[src/sv/acl_rt_pkg.sv]
`timescale 1ns / 1ps
// ----------------------------------------------------------------------------
// acl_rt_pkg
// shared types and constants of the acl reassembly tracker
// ----------------------------------------------------------------------------
package acl_rt_pkg;

    localparam logic [1:0]  START_BOUNDARY = 2'd2;
    localparam logic [16:0] HEADERS_SIZE   = 17'd8;
    localparam logic [16:0] ACL_PREAMBLE   = 17'd4;
    localparam logic [15:0] MIN_START_LEN  = 16'd2;
    localparam logic [15:0] MAX_FULL_RESET = 16'd4104;

    typedef enum logic [2:0] {
        ACT_WHOLE        = 3'd0,
        ACT_STARTED      = 3'd1,
        ACT_APPENDED     = 3'd2,
        ACT_COMPLETED    = 3'd3,
        ACT_DROP_BCAST   = 3'd4,
        ACT_DROP_SHORT   = 3'd5,
        ACT_DROP_LONG    = 3'd6,
        ACT_DROP_UNKNOWN = 3'd7
    } action_t;

    // one context table entry
    typedef struct packed {
        logic        valid;
        logic [15:0] full;
        logic [15:0] fill;
    } ctx_t;

    typedef struct packed {
        logic en;
        ctx_t ctx;
    } ctx_wr_t;

    typedef struct packed {
        action_t     action;
        logic        old_dropped;
        logic        truncated;
        logic [15:0] write_offset;
        logic [15:0] copy_length;
        logic [15:0] frame_len;
    } result_t;

endpackage

[src/sv/acl_rt_decide.sv]
`timescale 1ns / 1ps
// ----------------------------------------------------------------------------
// acl_rt_decide
// per-packet decision and context update from the header and the old context
// ----------------------------------------------------------------------------
module acl_rt_decide (
    input  acl_rt_pkg::ctx_t    ctx,
    input  logic [1:0]          pb_flag,
    input  logic [1:0]          bc_flag,
    input  logic [15:0]         data_len,
    input  logic [15:0]         pdu_len,
    input  logic [15:0]         max_full,
    output acl_rt_pkg::result_t res,
    output acl_rt_pkg::ctx_wr_t wr
);

    logic [16:0] want;
    logic [16:0] pkt_len;
    logic [15:0] room;
    logic [16:0] next_fill;

    assign want    = {1'b0, pdu_len} + acl_rt_pkg::HEADERS_SIZE;
    assign pkt_len = {1'b0, data_len} + acl_rt_pkg::ACL_PREAMBLE;
    assign room    = (ctx.full > ctx.fill) ? (ctx.full - ctx.fill) : 16'd0;

    always_comb
    begin
        res        = '0;
        res.action = acl_rt_pkg::ACT_DROP_BCAST;
        wr.en      = 1'b0;
        wr.ctx     = ctx;
        next_fill  = {1'b0, ctx.fill};
        if (bc_flag != 2'd0)
        begin
            res.action = acl_rt_pkg::ACT_DROP_BCAST;
        end
        else if (pb_flag == acl_rt_pkg::START_BOUNDARY)
        begin
            if (data_len < acl_rt_pkg::MIN_START_LEN)
            begin
                res.action = acl_rt_pkg::ACT_DROP_SHORT;
            end
            else
            begin
                // any open context on this handle is thrown away
                res.old_dropped = ctx.valid;
                wr.en           = 1'b1;
                wr.ctx.valid    = 1'b0;
                if (want[16] || (want > {1'b0, max_full}))
                begin
                    res.action = acl_rt_pkg::ACT_DROP_LONG;
                end
                else if (want <= pkt_len)
                begin
                    res.action      = acl_rt_pkg::ACT_WHOLE;
                    res.copy_length = pkt_len[16] ? 16'hFFFF : pkt_len[15:0];
                    res.frame_len   = want[15:0];
                end
                else
                begin
                    res.action      = acl_rt_pkg::ACT_STARTED;
                    res.copy_length = pkt_len[15:0];
                    res.frame_len   = want[15:0];
                    wr.ctx.valid    = 1'b1;
                    wr.ctx.full     = want[15:0];
                    wr.ctx.fill     = pkt_len[15:0];
                end
            end
        end
        else if (!ctx.valid)
        begin
            res.action = acl_rt_pkg::ACT_DROP_UNKNOWN;
        end
        else
        begin
            wr.en            = 1'b1;
            res.write_offset = ctx.fill;
            res.frame_len    = ctx.full;
            if (data_len > room)
            begin
                res.truncated   = 1'b1;
                res.copy_length = room;
                next_fill       = {1'b0, ctx.full};
            end
            else
            begin
                res.copy_length = data_len;
                next_fill       = {1'b0, ctx.fill} + {1'b0, data_len};
            end
            if (next_fill == {1'b0, ctx.full})
            begin
                res.action   = acl_rt_pkg::ACT_COMPLETED;
                wr.ctx.valid = 1'b0;
                wr.ctx.fill  = 16'd0;
            end
            else
            begin
                res.action  = acl_rt_pkg::ACT_APPENDED;
                wr.ctx.fill = next_fill[15:0];
            end
        end
    end

endmodule
[config.mk]
export PLATFORM = sky130hd
export DESIGN_NAME = acl_rt_decide
export DESIGN_NICKNAME = d
export VERILOG_FILES = /design/src/sv/acl_rt_pkg.sv /design/src/sv/acl_rt_decide.sv
export SDC_FILE = /design/constraint.sdc
export NUM_CORES = 1
export LEC_CHECK = 0
export ABC_AREA = 1
export BUFFER_PORTS_ARGS = -buffer_cell sky130_fd_sc_hd__buf_2
export CAP_MARGIN = 25
export CORE_MARGIN = 5
export CORE_UTILIZATION = 40
export DETAILED_ROUTE_END_ITERATION = 7
export GPL_TIMING_DRIVEN = 0
export PLACE_DENSITY_LB_ADDON = 0.1
export SLEW_MARGIN = 0
export SYNTH_ARGS = -nofsm -noshare
export SYNTH_HDL_FRONTEND = slang
export SYNTH_SLANG_ARGS = --single-unit
export TNS_END_PERCENT = 100
[constraint.sdc]
create_clock -name vclk -period 5.27
set_clock_uncertainty 0.1 [all_clocks]
set_input_delay 0.7905 -clock vclk [all_inputs]
set_output_delay 0.7905 -clock vclk [all_outputs]
set_load 0.05 [all_outputs]
==> results.json, run 1 <==
{
  "drv_cap": 0,
  "grt_setup_unrepaired": "yes",
  "slowest_stage": "fa_2",
  "dp_cells": 1561,
  "final-seq-area_um2": 0,
  "met1_usage_pct": 39.0,
  "combPwrFrac_pct": 100.0,
  "seq_cell_count": 0,
  "coreArea_um2": 15300,
  "drtPass1Iterations": 5,
  "syn_inst": 1178,
  "die_w_um": 135,
  "grt.total_usage_pct": 28.2,
  "drt-initial-drc-count": 759,
  "synth_nets": 1350,
  "critical_path.max_fanout": 5,
  "gp_congestion": 0.959,
  "grt_antenna_before_repair": 0,
  "layout.cells.non_filler": 1604,
  "ys_warn_count": 0,
  "floorplan.initialDensity_pct": 41.0,
  "min_path_type": "primary input to primary output",
  "drv_slew": 0,
  "worst-setup-path-type": "primary input to primary output",
  "grt_pass1_vias": 7594,
  "avgViaCountPerCell": 5.30,
  "ys_seq_area_share_pct": 0,
  "wl_per_cell_um": 17.4,
  "p_int_uw": 458,
  "cp.required_ns": 4.38,
  "setup_viol": 33,
  "drt-total-wl_mm": 28.0,
  "grt_max_degree": 11,
  "swShare_pct": 64.1,
  "ios": 172,
  "layout_min_cycle_time_ns": 5.82,
  "grt-ovfl-total": 0,
  "antenna_cells": 0,
  "n_clock_buffer": 0,
  "p_sw_uw": 817,
  "powerDensity_nw_per_um2": 144,
  "timing.final.hold_violations": 0,
  "hold-path-cell-count": 3,
  "syn_avg_cell_area_um2": 5.32,
  "start_kind": "primary input",
  "syn-cell-area_um2": 6260,
  "dpl.hpwl_mm": 22.9,
  "io_buffers": 172,
  "drc": 0,
  "clkPwrFrac_pct": 0,
  "finalCritPeriodShare_pct": 111,
  "setup-tns-final_ns": -10.62,
  "fp.dieArea_um2": 18300,
  "route.vias.total": 8501,
  "fmax_mhz": 172,
  "tightestPinTransition_ns": 0.660,
  "final.setup.worst_slack_ns": -0.553,
  "hp-start": "pdu_len[3]",
  "layout.nets": 1567,
  "ant_nets": 0,
  "crit_arrival_ns": 4.93,
  "hold_buffers": 0,
  "hold_end": "res[3]",
  "grt_busiest_layer": "met2",
  "crit_path_max_incr_delay_ns": 0.41,
  "slew_headroom_pct": 55.8,
  "pwr-share-seq_pct": 0,
  "drive_gt1_share_pct": 30.1,
  "yosysUniqueCellTypes": 48,
  "violations": "setup timing",
  "grt_pass1_wl_mm": 40.7,
  "die_y_um": 135,
  "num_rows": 45,
  "status": "finished, violations left",
  "peakVddDrop_mv": 0.0825,
  "n_fill_cell": 1584,
  "grt.met2_usage_pct": 47.1,
  "area_growth_pct": 41.2,
  "endpoint_kind": "primary output",
  "use_met3_pct": 2.42,
  "leakage_nw": 4.88
}
==> worst max-delay path, delay by kind of cell <==
kind | cells | cell delay, ns
buffers and inverters | 8 | 0.86
and+or+nand+nor | 17 | 1.76
AOI/OAI and AO/OA | 4 | 0.66
adders and majority gates | 3 | 0.84
==> area by class of cell <==
type / count / area, µm² / area share [%]
Inverter: 224 / 855 / 9.67
Multi-Input combinational cell: 917 / 5990 / 67.7
Buffer: 35 / 251 / 2.84
Timing Repair Buffer: 217 / 1490 / 16.8
Tap cell: 211 / 264 / 2.99
==> cells in the mapped netlist, drive strengths merged, types with 4 or more instances <==
cell	n	area share, %
o211ai	8	0.96
and2	4	0.40
nor3	12	1.4
nand2	313	20
o22ai	10	1.0
buf	18	2.0
xor2	22	3.2
nand3	103	9.2
ha	85	17
nor4	6	0.70
nand4	36	3.8
o21ai	87	7.0
inv	222	13
a211oi	18	2.2
nor2	116	7.5
a21oi	77	6.8
clkbuf	19	1.1
==> routing by layer <==
| metal | part of all wire [%] | vias to the layer above |
|---|---|---|
| li1 | - | 4274 |
| met1 | 44 | 3858 |
| met2 | 46 | 316 |
| met3 | 7.0 | 53 |
| met4 | 3.4 | 0 |
| met5 | 0 | - |
==> worst max-delay path by stage <==
stage,to,from
2_1_floorplan,res[17],ctx[16]
3_3_place_gp,wr[14],ctx[16]
3_5_place_dp,wr[15],ctx[16]
4_1_cts,res[50],ctx[16]
5_1_grt,wr[15],ctx[16]
6_report,res[50],ctx[16]
==> power groups by stage <==
stage	logic, mW	registers (mW)	clock network, mW
global route	1.38	0	0
CTS	1.17	0	0
floorplan	0.739	0	0
finish	1.28	0	0
detailed placement	1.01	0	0
global placement	1.01	0	0
==> cell usage in the layout (no fill, tap or decap), types with 34 or more instances in the layout <==
master	count
buf_6	34
buf_2	132
ha_1	71
a21oi_1	52
inv_1	200
nand2_1	280
nor2_1	96
nand3_1	77
o21ai_0	60
buf_4	52
nand4_1	35
==> cells by family (layout without fill, tap and decap cells) <==
logic type | after synthesis | in the layout | share of synthesized area (%)
fa+ha+maj | 87 | 87 | 17.6
simple gates | 598 | 598 | 43.5
buf+inv | 261 | 476 | 16.5
xor+xnor | 24 | 24 | 3.48
compound gates | 208 | 208 | 18.8
==> timing repair <==
item | in CTS | in global routing
pin swaps | 27 | 49
gates resized for setup | 171 | 98
endpoints found under the setup margin | 60 | 67
setup buffers | 21 | 19
gates cloned | 5 | 1
==> metrics by stage <==
stage | hold WS, ns | utilization [%] | worst slack, ns | cell area [µm²] | total power [mW]
global placement | 1.90 | 49.2 | -1.08 | 7510 | 1.01
global route | 1.92 | 57.9 | -0.740 | 8840 | 1.38
detailed placement | 1.90 | 49.2 | -1.09 | 7510 | 1.01
finish | 1.90 | 57.9 | -0.553 | 8840 | 1.28
CTS | 1.90 | 54.9 | -0.411 | 8380 | 1.17
floorplan | 1.71 | - | -0.0546 | 6380 | 0.739
No activity file was read; power rests on OpenSTA's default activity.
==> run 2: changes to the inputs <==
--- a/config.mk
+++ b/config.mk
@@ -12,7 +12,7 @@
 export CORE_UTILIZATION = 40
 export DETAILED_ROUTE_END_ITERATION = 7
 export GPL_TIMING_DRIVEN = 0
-export PLACE_DENSITY_LB_ADDON = 0.1
+export PLACE_DENSITY = 0.67
 export SLEW_MARGIN = 0
 export SYNTH_ARGS = -nofsm -noshare
 export SYNTH_HDL_FRONTEND = slang
==> run 2 against run 1 <==
Net effect: via count increased by 7.0%; power is 13% higher; the run still ends with setup timing left; clock-buffer cell count stayed put; die area stayed put.
==> results.json, run 2 (synthesis results as in run 1) <==
{
  "violations": "setup timing",
  "drt-initial-drc-count": 938,
  "seq_cell_count": 0,
  "place_area_um2": 7510,
  "status": "finished, violations left",
  "route.vias.total": 9098,
  "final.setup.worst_slack_ns": -0.684,
  "wl_per_cell_um": 18.4,
  "io_buffers": 172,
  "powerDensity_nw_per_um2": 153,
  "start_kind": "primary input",
  "tightestPinTransition_ns": 0.690,
  "crit_path_start": "ctx[16]",
  "area_growth_pct": 50.2,
  "final-seq-area_um2": 0,
  "slowest_stage": "nor3_4",
  "dpl.hpwl_mm": 22.9,
  "slew_headroom_pct": 53.9,
  "timing.hold.ws_ns": 1.91,
  "layout_min_cycle_time_ns": 5.95,
  "finalCritPeriodShare_pct": 113,
  "final_common_cell": "nand2_1",
  "mostFrequentLayoutCells": "268 x nand2_1, 200 x inv_1, 128 x buf_2",
  "timing.final.hold_violations": 0,
  "die_w_um": 135,
  "coreArea_um2": 15300,
  "multi_input_area_um2": 6140,
  "avgViaCountPerCell": 5.55,
  "drv_slew": 0,
  "crit_arrival_ns": 5.06,
  "grt_antenna_before_repair": 0,
  "grt_max_degree": 11,
  "min_path_type": "primary input to primary output",
  "drt-total-wl_mm": 30.1,
  "grt.total_usage_pct": 29.7,
  "floorplan.initialDensity_pct": 41.0,
  "critical_path.max_fanout": 6,
  "grt-ovfl-total": 0,
  "leakage_nw": 5.12,
  "hold_buffers": 0,
  "grt_pass1_vias": 8325,
  "die_y_um": 135,
  "endpoint_kind": "primary output",
  "n_clock_buffer": 0,
  "drv_cap": 0,
  "n_fill_cell": 1421,
  "grt_pass1_wl_mm": 43.4,
  "post-route-util_pct": 61.6,
  "setup_viol": 35,
  "layout.nets": 1601,
  "crit_path_max_incr_delay_ns": 0.38,
  "antenna_cells": 0,
  "drive_gt1_share_pct": 33.1,
  "drtPass1Iterations": 5,
  "cp.required_ns": 4.38,
  "hp-start": "ctx[12]",
  "worst-setup-path-type": "primary input to primary output",
  "finalInstanceArea_um2": 9400,
  "fp.dieArea_um2": 18300,
  "ant_nets": 0,
  "fmax_mhz": 168,
  "grt_setup_unrepaired": "yes",
  "gp_congestion": 0.966,
  "peakVddDrop_mv": 0.0803,
  "drc": 0,
  "num_rows": 45,
  "ios": 172
}
[run 2: cell count changes in the layout (fill, tap and decap cells not counted), moves of 6 or more]
cell      delta
a211oi_2     +6
clkbuf_4     -8
nand2_1     -12
nand2_4      +9
a211oi_1     -6
buf_6       +43
[run 2: worst paths after layout]
path              depth (start not counted)      to  slack (ns)
hold / removal                            4  wr[12]        1.91
setup / recovery                         31   wr[3]       -0.68
[run 2: area by class of cell]
| type | instances | share of cell area (%) |
|---|---|---|
| Multi-Input combinational cell | 918 | 65.3 |
| Timing Repair Buffer | 248 | 19.9 |
| Inverter | 224 | 9.21 |
| Buffer | 37 | 2.87 |
| Tap cell | 211 | 2.81 |
[run 2: per-layer routing]
metal  vias to the layer above  global-route usage [%]  share of wire [%]
met5                         -                       0                  0
met4                         0                    11.4                5.5
met3                       116                    2.09                8.2
met2                       489                    50.9                 46
met1                      4150                    39.0                 40
li1                       4343                       -                  -
[run 2: power by group]
part | total, mW | internal (mW) | switching [mW]
sequential | 0 | 0 | 0
combinational | 1.44 | 0.547 | 0.892
clock | 0 | 0 | 0
total | 1.44 | 0.547 | 0.892
[run 2: critical path, delay by kind of cell]
kind	cells	cell delay, ns
compound gates	6	0.74
fa+ha+maj	3	0.71
buf+inv	9	1.00
simple gates	13	1.79
[run 2: timing repair]
item,CTS,global route
pin swaps,24,40
setup endpoints to repair,47,67
setup buffers,71,13
resized for setup,232,123
cloned,6,1
[run 2: stage by stage]
| stage | setup TNS (ns) | instances | power, mW | worst slack [ns] |
|---|---|---|---|---|
| after detailed placement | -30.97 | 1561 | 1.01 | -1.06 |
| after CTS | -6.69 | 1631 | 1.28 | -0.370 |
| after floorplan | -0.0546 | 1178 | 0.739 | -0.0546 |
| final | -16.46 | 1638 | 1.44 | -0.684 |
| after global placement | -30.06 | 1561 | 1.00 | -0.996 |
| after global routing | -20.30 | 1638 | 1.53 | -0.811 |
==> run 3: changes to the inputs <==
--- a/config.mk
+++ b/config.mk
@@ -13,6 +13,7 @@
 export DETAILED_ROUTE_END_ITERATION = 7
 export GPL_TIMING_DRIVEN = 0
 export PLACE_DENSITY = 0.67
+export SKIP_LAST_GASP = 1
 export SLEW_MARGIN = 0
 export SYNTH_ARGS = -nofsm -noshare
 export SYNTH_HDL_FRONTEND = slang
==> constraint.sdc (replaced) <==
create_clock -name vclk -period 6.4
set_clock_uncertainty 0.1 [all_clocks]
set_input_delay 0.96 -clock vclk [all_inputs]
set_output_delay 0.96 -clock vclk [all_outputs]
set_load 0.05 [all_outputs]
==> run 3 against run 2 <==
Net effect: the flow now finishes without violations; design area decreased by 18%; final cell count decreased by 4.3%; utilization decreased by 11 points; hold slack improved by 0.35 ns; global-route usage decreased by 2.7 points; flip-flop and latch count unchanged; die area unchanged; clock-buffer cell count unchanged.
==> results.json, run 3 (synthesis results as in run 1) <==
{
  "gp_congestion": 0.980,
  "ant_nets": 0,
  "start_kind": "primary input",
  "dpl.hpwl_mm": 22.7,
  "die_y_um": 135,
  "n_fill_cell": 1696,
  "drt-initial-drc-count": 669,
  "layout.cells.non_filler": 1568,
  "setup_viol": 0,
  "critical_path.max_fanout": 10,
  "pwr-share-seq_pct": 0,
  "combPwrFrac_pct": 100.0,
  "leakage_nw": 4.55,
  "crit_path_start": "ctx[16]",
  "status": "finished clean",
  "wl_per_cell_um": 16.8,
  "final-seq-area_um2": 0,
  "multi_input_area_um2": 5370,
  "seq_cell_count": 0,
  "hold-path-cell-count": 4,
  "layout_min_cycle_time_ns": 6.29,
  "io_buffers": 172,
  "clkPwrFrac_pct": 0,
  "p_sw_uw": 609,
  "grt-ovfl-total": 0,
  "num_rows": 45,
  "mostFrequentLayoutCells": "291 x nand2_1, 217 x inv_1, 163 x buf_2",
  "slowest_stage": "ha_4",
  "cp_common_cell": "nand2_1",
  "coreArea_um2": 15300,
  "drive_gt1_share_pct": 20.9,
  "crit_arrival_ns": 5.23,
  "drtPass1Iterations": 5,
  "drt-total-wl_mm": 26.3,
  "p_int_uw": 287,
  "dp_cells": 1561,
  "post-route-util_pct": 50.4,
  "drv_cap": 0,
  "n_clock_buffer": 0,
  "ios": 172,
  "crit_path_max_incr_delay_ns": 0.29,
  "peakVddDrop_mv": 0.0600,
  "cp.required_ns": 5.34,
  "final.setup.worst_slack_ns": 0.110,
  "grt_pass1_wl_mm": 39.4,
  "grt_max_degree": 11,
  "min_path_type": "primary input to primary output",
  "final_common_cell": "nand2_1",
  "slew_headroom_pct": 53.9,
  "hp-start": "pdu_len[0]",
  "timing.hold.ws_ns": 2.26,
  "hold_buffers": 0,
  "swShare_pct": 68.0,
  "grt_pass1_vias": 7409,
  "fmax_mhz": 159,
  "drv_slew": 0,
  "floorplan.initialDensity_pct": 41.0,
  "grt_antenna_before_repair": 0,
  "powerDensity_nw_per_um2": 117,
  "worst-setup-path-type": "primary input to primary output",
  "die_w_um": 135,
  "grt_setup_unrepaired": "yes",
  "tightestPinTransition_ns": 0.691,
  "finalCritPeriodShare_pct": 98.3,
  "avgViaCountPerCell": 5.24,
  "antenna_cells": 0,
  "endpoint_kind": "primary output",
  "pre_cts_slack_ns": -0.294,
  "layout.nets": 1531,
  "drc": 0,
  "route.vias.total": 8223,
  "fp.dieArea_um2": 18300,
  "grt.total_usage_pct": 27.0,
  "timing.final.hold_violations": 0,
  "area_growth_pct": 22.7,
  "power_uw": 896,
  "hold_end": "wr[16]"
}
[run 3: changes by cell type in the layout (fill, tap and decap cells not counted), sizes merged]
| cell | previous run | this run |
|---|---|---|
| nand2 | 314 | 313 |
| buf | 268 | 195 |
| clkbuf | 17 | 20 |
| nand3 | 103 | 104 |
[run 3: metal layers]
| metal | share of wire [%] | vias up | wire (µm) | GRT usage [%] |
|---|---|---|---|---|
| li1 | - | 4206 | - | - |
| met1 | 43 | 3661 | 11400 | 37.6 |
| met2 | 47 | 317 | 12300 | 46.2 |
| met3 | 7.7 | 39 | 2020 | 1.64 |
| met4 | 2.5 | 0 | 646 | 5.43 |
| met5 | 0 | - | 0 | 0 |
[run 3: stage by stage]
stage / TNS, ns / instance area (µm²)
2_1_floorplan: 0 / 6260
3_3_place_gp: -4.23 / 7390
3_5_place_dp: -4.63 / 7390
4_1_cts: 0 / 7450
5_1_grt: -0.871 / 7690
6_report: 0 / 7690
[run 3: what timing repair did]
| item | 4_1_cts | 5_1_grt |
|---|---|---|
| hold endpoints to repair | 0 | 0 |
| setup endpoints to repair | 29 | 34 |
| gates cloned | 0 | 2 |
| gates resized for setup | 24 | 49 |
| pin swaps | 0 | 12 |
| setup buffers | 0 | 5 |
[run 3: power by group through the flow]
stage                     sequential, mW  combinational, mW  clock [mW]
after floorplan                        0              0.593           0
after global placement                 0              0.808           0
after detailed placement               0              0.816           0
after CTS                              0              0.830           0
after global routing                   0              0.981           0
final                                  0              0.896           0
[run 3: worst max-delay path, delay by kind of cell]
family / cells / cell delay [ns]
simple gates: 16 / 1.92
buf+inv: 8 / 0.90
compound gates: 5 / 0.72
fa+ha+maj: 3 / 0.71
[run 3: worst max-delay path by stage]
stage	endpoint	slack [ns]	cells past startpoint
after floorplan	res[17]	0.36	24
after detailed placement	res[50]	-0.29	31
after CTS	wr[5]	0.06	28
after global routing	res[50]	-0.08	32
final	res[50]	0.11	32
after global placement	res[50]	-0.28	31
[run 3: area by class of cell]
class                      instances  area share (%)
multi-input combinational        918            69.9
timing repair buffer             178            12.8
inverter                         224            10.9
tap                              211            3.43
buffer                            37            2.95
